[src/pms_pkg.sv]
`timescale 1ns / 1ps

package pms_pkg;

  localparam int TickW = 24;
  localparam int MvW   = 13;
  localparam int CfgW  = 24;
  localparam int IdxW  = 3;

  localparam logic [IdxW-1:0] REG_IDLE_TIMEOUT  = 3'd0;
  localparam logic [IdxW-1:0] REG_FEEDBACK      = 3'd1;
  localparam logic [IdxW-1:0] REG_LINGER        = 3'd2;
  localparam logic [IdxW-1:0] REG_SHOW_BATTERY  = 3'd3;
  localparam logic [IdxW-1:0] REG_BATTERY_CHECK = 3'd4;
  localparam logic [IdxW-1:0] REG_BATTERY_FULL  = 3'd5;
  localparam logic [IdxW-1:0] REG_BATTERY_MIN   = 3'd6;

  localparam logic [3:0] IND_DISCONNECTED  = 4'd0;
  localparam logic [3:0] IND_CONNECTED     = 4'd1;
  localparam logic [3:0] IND_SCANNING      = 4'd2;
  localparam logic [3:0] IND_READY         = 4'd3;
  localparam logic [3:0] IND_TX            = 4'd4;
  localparam logic [3:0] IND_RX            = 4'd5;
  localparam logic [3:0] IND_DUPLEX        = 4'd6;
  localparam logic [3:0] IND_ACTION        = 4'd7;
  localparam logic [3:0] IND_SHUTDOWN      = 4'd8;
  localparam logic [3:0] IND_BATT_SHUTDOWN = 4'd9;
  localparam logic [3:0] IND_FULL          = 4'd10;
  localparam logic [3:0] IND_LOW           = 4'd11;

  localparam logic [1:0] CAUSE_USER    = 2'd0;
  localparam logic [1:0] CAUSE_IDLE    = 2'd1;
  localparam logic [1:0] CAUSE_BATTERY = 2'd2;

  localparam logic [TickW-1:0] RST_IDLE_TIMEOUT  = 24'd300000;
  localparam logic [15:0]      RST_FEEDBACK      = 16'd2000;
  localparam logic [15:0]      RST_LINGER        = 16'd2000;
  localparam logic [15:0]      RST_SHOW_BATTERY  = 16'd3000;
  localparam logic [TickW-1:0] RST_BATTERY_CHECK = 24'd180000;
  localparam logic [MvW-1:0]   RST_BATTERY_FULL  = 13'd3750;
  localparam logic [MvW-1:0]   RST_BATTERY_MIN   = 13'd3500;

  typedef struct packed {
    logic           link_ready;
    logic           link_connected;
    logic           link_discovering;
    logic           tx_active;
    logic           rx_active;
    logic           usb_power;
    logic [MvW-1:0] battery_mv;
    logic           short_press;
    logic           long_press;
    logic           reset_request;
  } pms_in_t;

  typedef struct packed {
    logic [3:0] indicator;
    logic [2:0] mode;
    logic       sleep_request;
    logic       reset_pulse;
  } pms_out_t;

endpackage

[src/power_mode_supervisor.sv]
`timescale 1ns / 1ps
// Channel   Direction  Handshake            Payload
// in        input      in_valid/in_stall    in_data  (pms_in_t)
// out       output     out_valid/out_stall  out_data (pms_out_t)
// cfg       input      cfg_wr_en            cfg_index, cfg_data
//
// One tick per clock unless in_stall holds it: a transfer on in updates the mode state and loads
// the result register in the same cycle, so the sustained rate is one item per cycle without stalls.
// out_valid rises in the cycle after an input transfer, from the registered result.
// in_stall rises only while a result waits in the output register and out is stalled.
// rst is synchronous: mode idle, counters zero, registers at their defaults.

module power_mode_supervisor
  import pms_pkg::*;
(
  input  logic                clk,
  input  logic                rst,
  input  logic                in_valid,
  output logic                in_stall,
  input  pms_in_t             in_data,
  output logic                out_valid,
  input  logic                out_stall,
  output pms_out_t            out_data,
  input  logic                cfg_wr_en,
  input  logic [IdxW-1:0]     cfg_index,
  input  logic [CfgW-1:0]     cfg_data
);

  typedef enum logic [2:0] {
    MODE_IDLE     = 3'd0,
    MODE_INUSE    = 3'd1,
    MODE_FEEDBACK = 3'd2,
    MODE_SHUTDOWN = 3'd3,
    MODE_SHOWBAT  = 3'd4
  } mode_t;

  logic [TickW-1:0] idle_timeout_ticks;
  logic [15:0]      feedback_ticks;
  logic [15:0]      linger_ticks;
  logic [15:0]      show_battery_ticks;
  logic [TickW-1:0] battery_check_ticks;
  logic [MvW-1:0]   battery_full_mv;
  logic [MvW-1:0]   battery_min_mv;

  mode_t            cur_mode, cur_mode_next;
  logic [TickW-1:0] ticks_in_mode, ticks_in_mode_next;
  logic [TickW-1:0] ticks_since_check, ticks_since_check_next;
  logic [1:0]       stop_cause, stop_cause_next;
  logic [3:0]       ind, ind_next;
  logic             sleep_next, pulse_next;

  logic             in_accept;
  logic             in_fb;
  logic             moved;
  logic [TickW-1:0] tsc_inc, tim_inc;
  logic [3:0]       showbat_ind;

  assign in_stall  = out_valid & out_stall;
  assign in_accept = in_valid & ~in_stall;

  always_comb begin
    in_fb       = (cur_mode == MODE_FEEDBACK);
    showbat_ind = (in_data.battery_mv > battery_full_mv) ? IND_FULL : IND_LOW;
    tsc_inc     = (&ticks_since_check) ? ticks_since_check : ticks_since_check + 1'b1;
    tim_inc     = (&ticks_in_mode) ? ticks_in_mode : ticks_in_mode + 1'b1;

    cur_mode_next          = cur_mode;
    ticks_in_mode_next     = ticks_in_mode;
    ticks_since_check_next = tsc_inc;
    stop_cause_next        = stop_cause;
    ind_next               = ind;
    sleep_next             = 1'b0;
    pulse_next             = 1'b0;
    moved                  = 1'b0;

    if (!in_fb) begin
      if (in_data.short_press && cur_mode == MODE_IDLE) begin
        cur_mode_next      = MODE_SHOWBAT;
        ticks_in_mode_next = '0;
        ind_next           = showbat_ind;
        moved              = 1'b1;
      end
      if (in_data.long_press) begin
        stop_cause_next    = CAUSE_USER;
        cur_mode_next      = MODE_FEEDBACK;
        ticks_in_mode_next = '0;
        ind_next           = IND_ACTION;
        moved              = 1'b1;
      end
      if (tsc_inc > battery_check_ticks) begin
        ticks_since_check_next = '0;
        if (in_data.battery_mv < battery_min_mv) begin
          stop_cause_next    = CAUSE_BATTERY;
          cur_mode_next      = MODE_SHUTDOWN;
          ticks_in_mode_next = '0;
          ind_next           = IND_BATT_SHUTDOWN;
          moved              = 1'b1;
        end
      end
    end

    if (!moved) begin
      ticks_in_mode_next = tim_inc;
      unique case (cur_mode)
        MODE_IDLE: begin
          if (in_data.link_ready) begin
            cur_mode_next      = MODE_INUSE;
            ticks_in_mode_next = '0;
            ind_next           = IND_READY;
          end else begin
            if (in_data.link_connected)        ind_next = IND_CONNECTED;
            else if (in_data.link_discovering) ind_next = IND_SCANNING;
            else                               ind_next = IND_DISCONNECTED;
            if (tim_inc > idle_timeout_ticks) begin
              ticks_in_mode_next = '0;
              if (in_data.usb_power) begin
                ind_next = IND_DISCONNECTED;
              end else begin
                stop_cause_next = CAUSE_IDLE;
                cur_mode_next   = MODE_SHUTDOWN;
                ind_next        = IND_SHUTDOWN;
              end
            end
          end
          if (in_data.reset_request) begin
            pulse_next         = 1'b1;
            cur_mode_next      = MODE_IDLE;
            ticks_in_mode_next = '0;
            ind_next           = IND_DISCONNECTED;
          end
        end
        MODE_INUSE: begin
          if (!in_data.link_ready) begin
            cur_mode_next      = MODE_IDLE;
            ticks_in_mode_next = '0;
            ind_next           = IND_DISCONNECTED;
          end else if (in_data.tx_active && in_data.rx_active) begin
            ind_next = IND_DUPLEX;
          end else if (in_data.rx_active) begin
            ind_next = IND_RX;
          end else if (in_data.tx_active) begin
            ind_next = IND_TX;
          end else begin
            ind_next = IND_READY;
          end
        end
        MODE_FEEDBACK: begin
          if (tim_inc >= {8'd0, feedback_ticks}) begin
            cur_mode_next      = MODE_SHUTDOWN;
            ticks_in_mode_next = '0;
            ind_next = (stop_cause == CAUSE_BATTERY) ? IND_BATT_SHUTDOWN : IND_SHUTDOWN;
          end
        end
        MODE_SHUTDOWN: begin
          sleep_next = (tim_inc > {8'd0, linger_ticks});
        end
        MODE_SHOWBAT: begin
          if (tim_inc >= {8'd0, show_battery_ticks}) begin
            cur_mode_next      = MODE_IDLE;
            ticks_in_mode_next = '0;
            ind_next           = IND_DISCONNECTED;
          end
        end
        default: begin
          cur_mode_next = cur_mode;
        end
      endcase
    end
  end

  always_ff @(posedge clk) begin
    if (rst) begin
      idle_timeout_ticks  <= RST_IDLE_TIMEOUT;
      feedback_ticks      <= RST_FEEDBACK;
      linger_ticks        <= RST_LINGER;
      show_battery_ticks  <= RST_SHOW_BATTERY;
      battery_check_ticks <= RST_BATTERY_CHECK;
      battery_full_mv     <= RST_BATTERY_FULL;
      battery_min_mv      <= RST_BATTERY_MIN;
    end else if (cfg_wr_en) begin
      unique case (cfg_index)
        REG_IDLE_TIMEOUT:  idle_timeout_ticks  <= cfg_data[TickW-1:0];
        REG_FEEDBACK:      feedback_ticks      <= cfg_data[15:0];
        REG_LINGER:        linger_ticks        <= cfg_data[15:0];
        REG_SHOW_BATTERY:  show_battery_ticks  <= cfg_data[15:0];
        REG_BATTERY_CHECK: battery_check_ticks <= cfg_data[TickW-1:0];
        REG_BATTERY_FULL:  battery_full_mv     <= cfg_data[MvW-1:0];
        REG_BATTERY_MIN:   battery_min_mv      <= cfg_data[MvW-1:0];
        default: ;
      endcase
    end
  end

  always_ff @(posedge clk) begin
    if (rst) begin
      cur_mode          <= MODE_IDLE;
      ticks_in_mode     <= '0;
      ticks_since_check <= '0;
      stop_cause        <= CAUSE_USER;
      ind               <= IND_DISCONNECTED;
      out_valid         <= 1'b0;
    end else begin
      if (in_accept) begin
        cur_mode               <= cur_mode_next;
        ticks_in_mode          <= ticks_in_mode_next;
        ticks_since_check      <= ticks_since_check_next;
        stop_cause             <= stop_cause_next;
        ind                    <= ind_next;
        out_valid              <= 1'b1;
        out_data.indicator     <= ind_next;
        out_data.mode          <= cur_mode_next;
        out_data.sleep_request <= sleep_next;
        out_data.reset_pulse   <= pulse_next;
      end else if (!out_stall) begin
        out_valid <= 1'b0;
      end
    end
  end

  a_sleep_in_shutdown: assert property (@(posedge clk) disable iff (rst)
    out_valid && out_data.sleep_request |-> out_data.mode == MODE_SHUTDOWN)
    else $error("sleep request outside shutdown");

  a_pulse_to_idle: assert property (@(posedge clk) disable iff (rst)
    out_valid && out_data.reset_pulse |->
      out_data.mode == MODE_IDLE && out_data.indicator == IND_DISCONNECTED)
    else $error("reset pulse without return to idle");

  a_feedback_ind: assert property (@(posedge clk) disable iff (rst)
    cur_mode == MODE_FEEDBACK |-> ind == IND_ACTION)
    else $error("feedback mode with wrong indicator");

  a_shutdown_ind: assert property (@(posedge clk) disable iff (rst)
    cur_mode == MODE_SHUTDOWN |-> ind == IND_SHUTDOWN || ind == IND_BATT_SHUTDOWN)
    else $error("shutdown mode with wrong indicator");

  a_feedback_exit: assert property (@(posedge clk) disable iff (rst)
    in_accept && cur_mode == MODE_FEEDBACK |=>
      cur_mode == MODE_FEEDBACK || cur_mode == MODE_SHUTDOWN)
    else $error("feedback left for a mode other than shutdown");

endmodule

[config.mk]
export PLATFORM = sky130hd
export DESIGN_NAME = power_mode_supervisor
export DESIGN_NICKNAME = d
export VERILOG_FILES = /design/src/pms_pkg.sv /design/src/power_mode_supervisor.sv
export SDC_FILE = /design/constraint.sdc
export NUM_CORES = 1
export LEC_CHECK = 0
export ABC_AREA = 1
export BUFFER_PORTS_ARGS = -buffer_cell sky130_fd_sc_hd__buf_2
export CAP_MARGIN = 20
export CELL_PAD_IN_SITES_DETAIL_PLACEMENT = 1
export CELL_PAD_IN_SITES_GLOBAL_PLACEMENT = 1
export CORE_ASPECT_RATIO = 1.5
export CORE_UTILIZATION = 47
export CTS_BUF_LIST = sky130_fd_sc_hd__clkbuf_4
export DETAILED_ROUTE_END_ITERATION = 10
export GPL_TIMING_DRIVEN = 0
export PLACE_DENSITY = 0.83
export REMOVE_ABC_BUFFERS = 1
export SYNTH_ARGS = -nofsm -noshare
export SYNTH_HDL_FRONTEND = slang
export SYNTH_SLANG_ARGS = --single-unit
[constraint.sdc]
create_clock -name clk -period 3.9 [get_ports clk]
set_input_delay 0.39 -clock clk [delete_from_list [all_inputs] [get_ports clk]]
set_output_delay 0.39 -clock clk [all_outputs]
set_load 0.02 [all_outputs]
Yosys cells after proc, flatten, opt, wreduce, memory -nomap -nowiden
Cells that the tools add are included.
Word-level totals
  register bits after elaboration: 189
  bits in latches: 0
  bits in writable memories: 0
  bits in read-only memories: 0
  output and inout port bits: 11
  memories: 0
Cells by class
  add/sub/neg operators: 2
  multiply operators: 0
  div/mod/pow operators: 0
  order comparisons: 7
  equal/unequal tests: 13
  shift-type cells: 0
  mux-type cells: 69
  bitwise operators: 6
  reduce and logical (&&, ||, !) cells: 17
Operators by type and width (number)
  24-bit two-way mux: 16
  24-bit one-hot mux with 4 select lines: 1
  3-bit two-way mux: 17
  24-bit by 1-bit adder with 24-bit output (second input constant): 2
  24-bit by 16-bit greater-or-equal comparator with 1-bit output: 2
  24-bit greater-than comparator: 2
  4-bit two-way mux: 12
  24-bit AND reduction: 2
  24-bit by 16-bit greater-than comparator with 1-bit output: 1
  2-bit two-way mux: 11
  2-bit AND reduction: 9
  4-bit one-hot mux with 4 select lines: 1
  3-bit one-hot mux with 5 select lines: 1
  13-bit greater-than comparator: 1
  13-bit less-than comparator: 1
  3-bit by 2-bit equality test with 1-bit output (second input constant): 4
  3-bit equality test (second input constant): 4
  1-bit two-way mux: 10
  3-bit by 1-bit equality test with 1-bit output (second input constant): 2
  3-bit logical NOT: 2
  1-bit NOT: 4
  2-bit OR reduction: 2
  1-bit bitwise AND: 2
  2-bit equality test (second input constant): 1
  other kinds (3): 4

Longest topological paths before layout
  depth in word-level cells: 13
  depth in mapped cells: 30
  mapped depth without buffers: 30

Worst setup path after synthesis
No wires, ideal clock.
  path type: flip-flop to flip-flop
  start point: register ticks_since_check[0]
  end point: register out_data[5] (netlist name) (data pin)
  arrival time: 3.291 ns
  path slack: 0.358 ns
  cell stages (with the launch flop): 27
  buffers on the path: 0
  period minus slack after synthesis: 3.542 ns
  path through: dfxtp_1 -> ha_1 -> nand2_1 -> nor3_2 -> nand4_1 -> nor2_2 -> nor2_1 -> nand4_1 -> nor2_1 -> nand3_1 -> o21bai_1 -> and2_1 -> ha_1 -> nand2_1 -> nor2_1 -> nand2_1 -> nor2_1 -> nand2_1 -> nand3_1 -> nand3_1 -> nand2_1 -> nand2_2 -> nand2_1 -> inv_1 -> or2_2 -> nand2_1 -> inv_1
Between the ends
  word-level cells in the longest chain between the ends: 8
  elaborated cells between the ends (all ways): 12
  those cells by class: add/sub (1); order compare (1); mux (9); reduce/logical (1)
Ends and longest elaborated chain
  start: declaration: line power_mode_supervisor.sv:47  | logic [TickW-1:0] ticks_since_check, ticks_since_check_next;
  start signal: assignment: line power_mode_supervisor.sv:206  | ticks_since_check <= ticks_since_check_next;
  24-bit by 1-bit adder with 24-bit output or 24-bit AND reduction (tied branches): line power_mode_supervisor.sv:64  | tsc_inc = (&ticks_since_check) ? ticks_since_check : ticks_since_check + 1'b1;
  24-bit two-way mux (*): line power_mode_supervisor.sv:64
  24-bit greater-than comparator (*): line power_mode_supervisor.sv:90  | if (tsc_inc > battery_check_ticks) begin
  4-bit two-way mux: line power_mode_supervisor.sv:90
  4-bit two-way mux: line power_mode_supervisor.sv:76  | if (!in_fb) begin
  4-bit two-way mux (on tied branches): line power_mode_supervisor.sv:158, power_mode_supervisor.sv:148
  4-bit one-hot mux with 4 select lines: line power_mode_supervisor.sv:104  | unique case (cur_mode)
  4-bit two-way mux (*): line power_mode_supervisor.sv:102  | if (!moved) begin
  net ind_next[0]: line power_mode_supervisor.sv:49  | logic [3:0] ind, ind_next;
  end: declaration: line power_mode_supervisor.sv:23  | output pms_out_t out_data,
Mark *: on every way through the listed nets, which the timed path passes. The rest lies on a longest branch.
A chain may end at the register's enable or synchronous reset.

Final worst setup path
  start point: register ticks_in_mode[1]
  end point: register ticks_in_mode[7]
Between the ends
  word-level cells in the longest chain between the ends: 8
  elaborated cells between the ends (all ways): 14
  those cells by class: add/sub (1); order compare (3); mux (9); reduce/logical (1)
Ends and longest elaborated chain
  start: declaration: line power_mode_supervisor.sv:46  | logic [TickW-1:0] ticks_in_mode, ticks_in_mode_next;
  start signal: assignment: line power_mode_supervisor.sv:205  | ticks_in_mode <= ticks_in_mode_next;
  24-bit by 1-bit adder with 24-bit output or 24-bit AND reduction (tied branches): line power_mode_supervisor.sv:65  | tim_inc = (&ticks_in_mode) ? ticks_in_mode : ticks_in_mode + 1'b1;
  24-bit two-way mux (*): line power_mode_supervisor.sv:65
  24-bit greater-than comparator: line power_mode_supervisor.sv:114  | if (tim_inc > idle_timeout_ticks) begin
  24-bit two-way mux: line power_mode_supervisor.sv:114
  24-bit two-way mux: line power_mode_supervisor.sv:106  | if (in_data.link_ready) begin
  24-bit two-way mux: line power_mode_supervisor.sv:125  | if (in_data.reset_request) begin
  24-bit one-hot mux with 4 select lines (*): line power_mode_supervisor.sv:104
  24-bit two-way mux (*): line power_mode_supervisor.sv:102
Every way passes the cells marked *; elsewhere a longest branch is shown, timed or not.

==> results.json <==
{
  "grt_pass1_wl_um": 60700,
  "cp-start-kind": "flip-flop",
  "drt-initial-drc-count": 420,
  "h-tree-depth": 4,
  "final_nets": 1944,
  "wl_met2_um": 21600,
  "avgRoutedWirePerCell_um": 19.0,
  "ant_nets": 0,
  "crit_required_ns": 4.47,
  "min_path_type": "in -> reg",
  "ys_ff_latch": 189,
  "place_inst": 2010,
  "fmax_mhz": 257,
  "dieArea_sq_mm": 0.0259,
  "dp_hpwl_um": 26700,
  "finalSetupViolations": 0,
  "firstDrtPassIters": 5,
  "clk_pin_slew_worst_paths_ns": 0.16,
  "grt_max_degree": 118,
  "antenna_found_initial": 1,
  "crit_arrival_ns": 4.46,
  "wl_met1_um": 15200,
  "routed_wl_um": 39900,
  "synth_area_sq_mm": 0.0119,
  "power_uw": 3870,
  "power_density_mw_per_mm2": 282,
  "cts.sinks": 189,
  "coreArea_sq_mm": 0.0246,
  "gp_congestion": 0.870,
  "ys.flop_type": "dfxtp_1",
  "synth_xor_area_share_pct": 1.99,
  "hold_end": "out_valid",
  "rr_startpoint": "ticks_in_mode[1]",
  "viasPerCell": 5.61,
  "drc_errors": 0,
  "synthArstFlopShare_pct": 0,
  "path_class": "reg -> reg",
  "mostFrequentLayoutCell": "nand2_1",
  "worst_pin_slew_ns": 1.03,
  "track_usage_pct": 29.8,
  "worstHoldPathCells": 3,
  "maxCapViolations": 0,
  "seq_area_frac_synth_pct": 32.6,
  "setup_tns_ns": 0,
  "hp-start": "out_stall",
  "synth_cell_types": 50,
  "synth_cells": 1670,
  "cts_root_buf": "clkbuf_4",
  "layout-area-overhead-vs-synth_pct": 15.6,
  "route.vias.total": 11800,
  "num_io_pins": 65,
  "first_global_vias": 12300,
  "worst_slew_margin_rel_pct": 31.0,
  "ys_warn_count": 0,
  "fin_skew_ns": 0.0214,
  "reg2reg_to": "ticks_in_mode[7]",
  "clkLatencyLatePin_ns": 0.64,
  "gr-total-overflow": 0,
  "die_w_um": 132,
  "drive_gt1_share_pct": 18.7,
  "wl_met3_um": 1250,
  "ir_drop_v": 0.000192,
  "row_count": 70,
  "cts_max_path_buffers": 2,
  "cts_buffers": 17,
  "initial_core_util_pct": 48.3,
  "p_leak_uw": 0.00647,
  "grt_setup_unrepaired": "true",
  "r2r_slack_ns": 0.009,
  "final_cells": 2102,
  "synth_simple_gate_area_share_pct": 25.4,
  "postSynthAreaPerCell_sq_um": 7.11,
  "path_max_fanout": 8,
  "slew_viol_final": 0,
  "die_height_um": 197,
  "yosys.area_share.adder_pct": 13.3,
  "synth_top_family_by_area": "simple AND/OR/NAND/NOR gates",
  "post-route-period-util_pct": 99.8,
  "critPathCaptureType": "flip-flop",
  "final_cell_mix": "nand2_1, inv_1, a21oi_1",
  "rr_worst_depth": 21,
  "holdWs_ns": 0.0284,
  "synth_edf_count": 9,
  "synth_mux_area_share_pct": 0.179,
  "top_layer": "met4",
  "finalCriticalPeriod_ns": 3.89,
  "outcome": "completed",
  "place.port_buffers": 64,
  "cts_tree": "built",
  "synth_compound_area_share_pct": 16.6,
  "hold_violations": 0
}
## final cells by class
| class | instances | area [sq um] |
|---|---|---|
| timing repair inverter | 1 | 7.51 |
| timing repair buffer | 124 | 830 |
| sequential | 189 | 3940 |
| inverter | 253 | 960 |
| clock buffer | 21 | 158 |
| fill | 3210 | 10900 |
| clock inverter | 11 | 141 |
| antenna | 1 | 2.50 |
| multi-input combinational | 1178 | 7300 |
| tap | 324 | 405 |
## worst max-delay path: stages, from the launching register on
cell	delay [ns]
dfxtp_4	0.40
ha_4	0.19
inv_6	0.08
nor2_4	0.05
nand2_4	0.08
nor2_4	0.04
and2_1	0.15
nand2_4	0.11
nand4_1	0.23
xnor2_4	0.39
buf_4	0.18
ha_1	0.23
inv_1	0.06
nor2_1	0.04
o21ai_0	0.24
o211ai_1	0.16
a21oi_2	0.33
nand3_4	0.26
nand3_4	0.16
buf_4	0.18
nand3_2	0.08
a21oi_2	0.14
## power breakdown
part / leakage (uW) / switching, uW / total (uW) / internal, uW
registers: 0.00156 / 21.5 / 2020 / 2000
logic: 0.00474 / 434 / 645 / 210
clock network: 0.000170 / 732 / 1210 / 473
## worst max path at each step
stage,start,end,slack [ns]
floorplan,ticks_since_check[0],ticks_in_mode[11],-0.57
global placement,ticks_since_check[0],ticks_in_mode[11],-1.93
detailed placement,ticks_in_mode[0],ticks_in_mode[11],-1.00
CTS,ticks_in_mode[3],out_data[2],0.004
global route,ticks_since_check[10],out_data[5],-0.15
finish,ticks_in_mode[1],ticks_in_mode[7],0.009
## timing repair
| item | 4_1_cts | 5_1_grt |
|---|---|---|
| gates resized for setup | 57 | 80 |
| pin swaps | 20 | 34 |
| buffers inserted | 29 | 23 |
| cloned | 2 | 1 |
| hold buffers | 3 | 0 |
| endpoints found under the hold margin | 3 | 0 |
| endpoints found under the setup margin | 65 | 65 |
## cell usage after synthesis (9+ instances only)
cell type	n	area, sq um
edfxtp_1	9	270
nand3_2	21	210
xor2_1	11	96.3
nor2_1	105	394
o211ai_1	44	330
nand2_1	396	1490
xnor2_1	16	140
ha_1	126	1580
nand2_2	9	56.3
inv_1	247	927
a21oi_2	20	175
a21oi_1	170	851
clkbuf_1	42	158
nand4_1	23	144
o21ai_0	96	480
nand3_1	59	295
nor3_1	21	105
nor2_2	12	75.1
dfxtp_1	180	3600
## logic make-up (layout without fill, tap and decap cells)
kind of cell	count (synthesis)	after routing
other	0	1
XOR/XNOR	27	27
adder cells (fa/ha/maj)	126	126
flip-flops	189	189
AND/OR/NAND/NOR	673	675
multiplexers	2	2
buffers and inverters	305	410
AO/OA/AOI/OAI	348	348
## routing by layer
layer / vias to the layer above / track usage [%]
met4: 0 / 16.4
li1: 5652 / -
met3: 106 / 5.04
met1: 5790 / 30.3
met5: - / 0
met2: 239 / 57.4
## flip-flops by register name, indices dropped and copies added, names as in the netlist, 3 cells and up
register             count
battery_check_ticks     24
battery_full_mv         13
battery_min_mv          13
cur_mode                 3
feedback_ticks          16
idle_timeout_ticks      24
ind                      4
linger_ticks            16
out_data                 9
show_battery_ticks      16
ticks_in_mode           24
ticks_since_check       24
## per-stage QoR
stage               area [sq um]  worst slack (ns)  util, %
floorplan                  11600            -0.574        -
global placement           12400             -1.93     50.3
detailed placement         12400             -1.00     50.5
CTS                        13300           0.00364     53.8
global route               13700            -0.147     55.8
finish                     13700           0.00901     55.8
(Power assumes the default switching activity.)
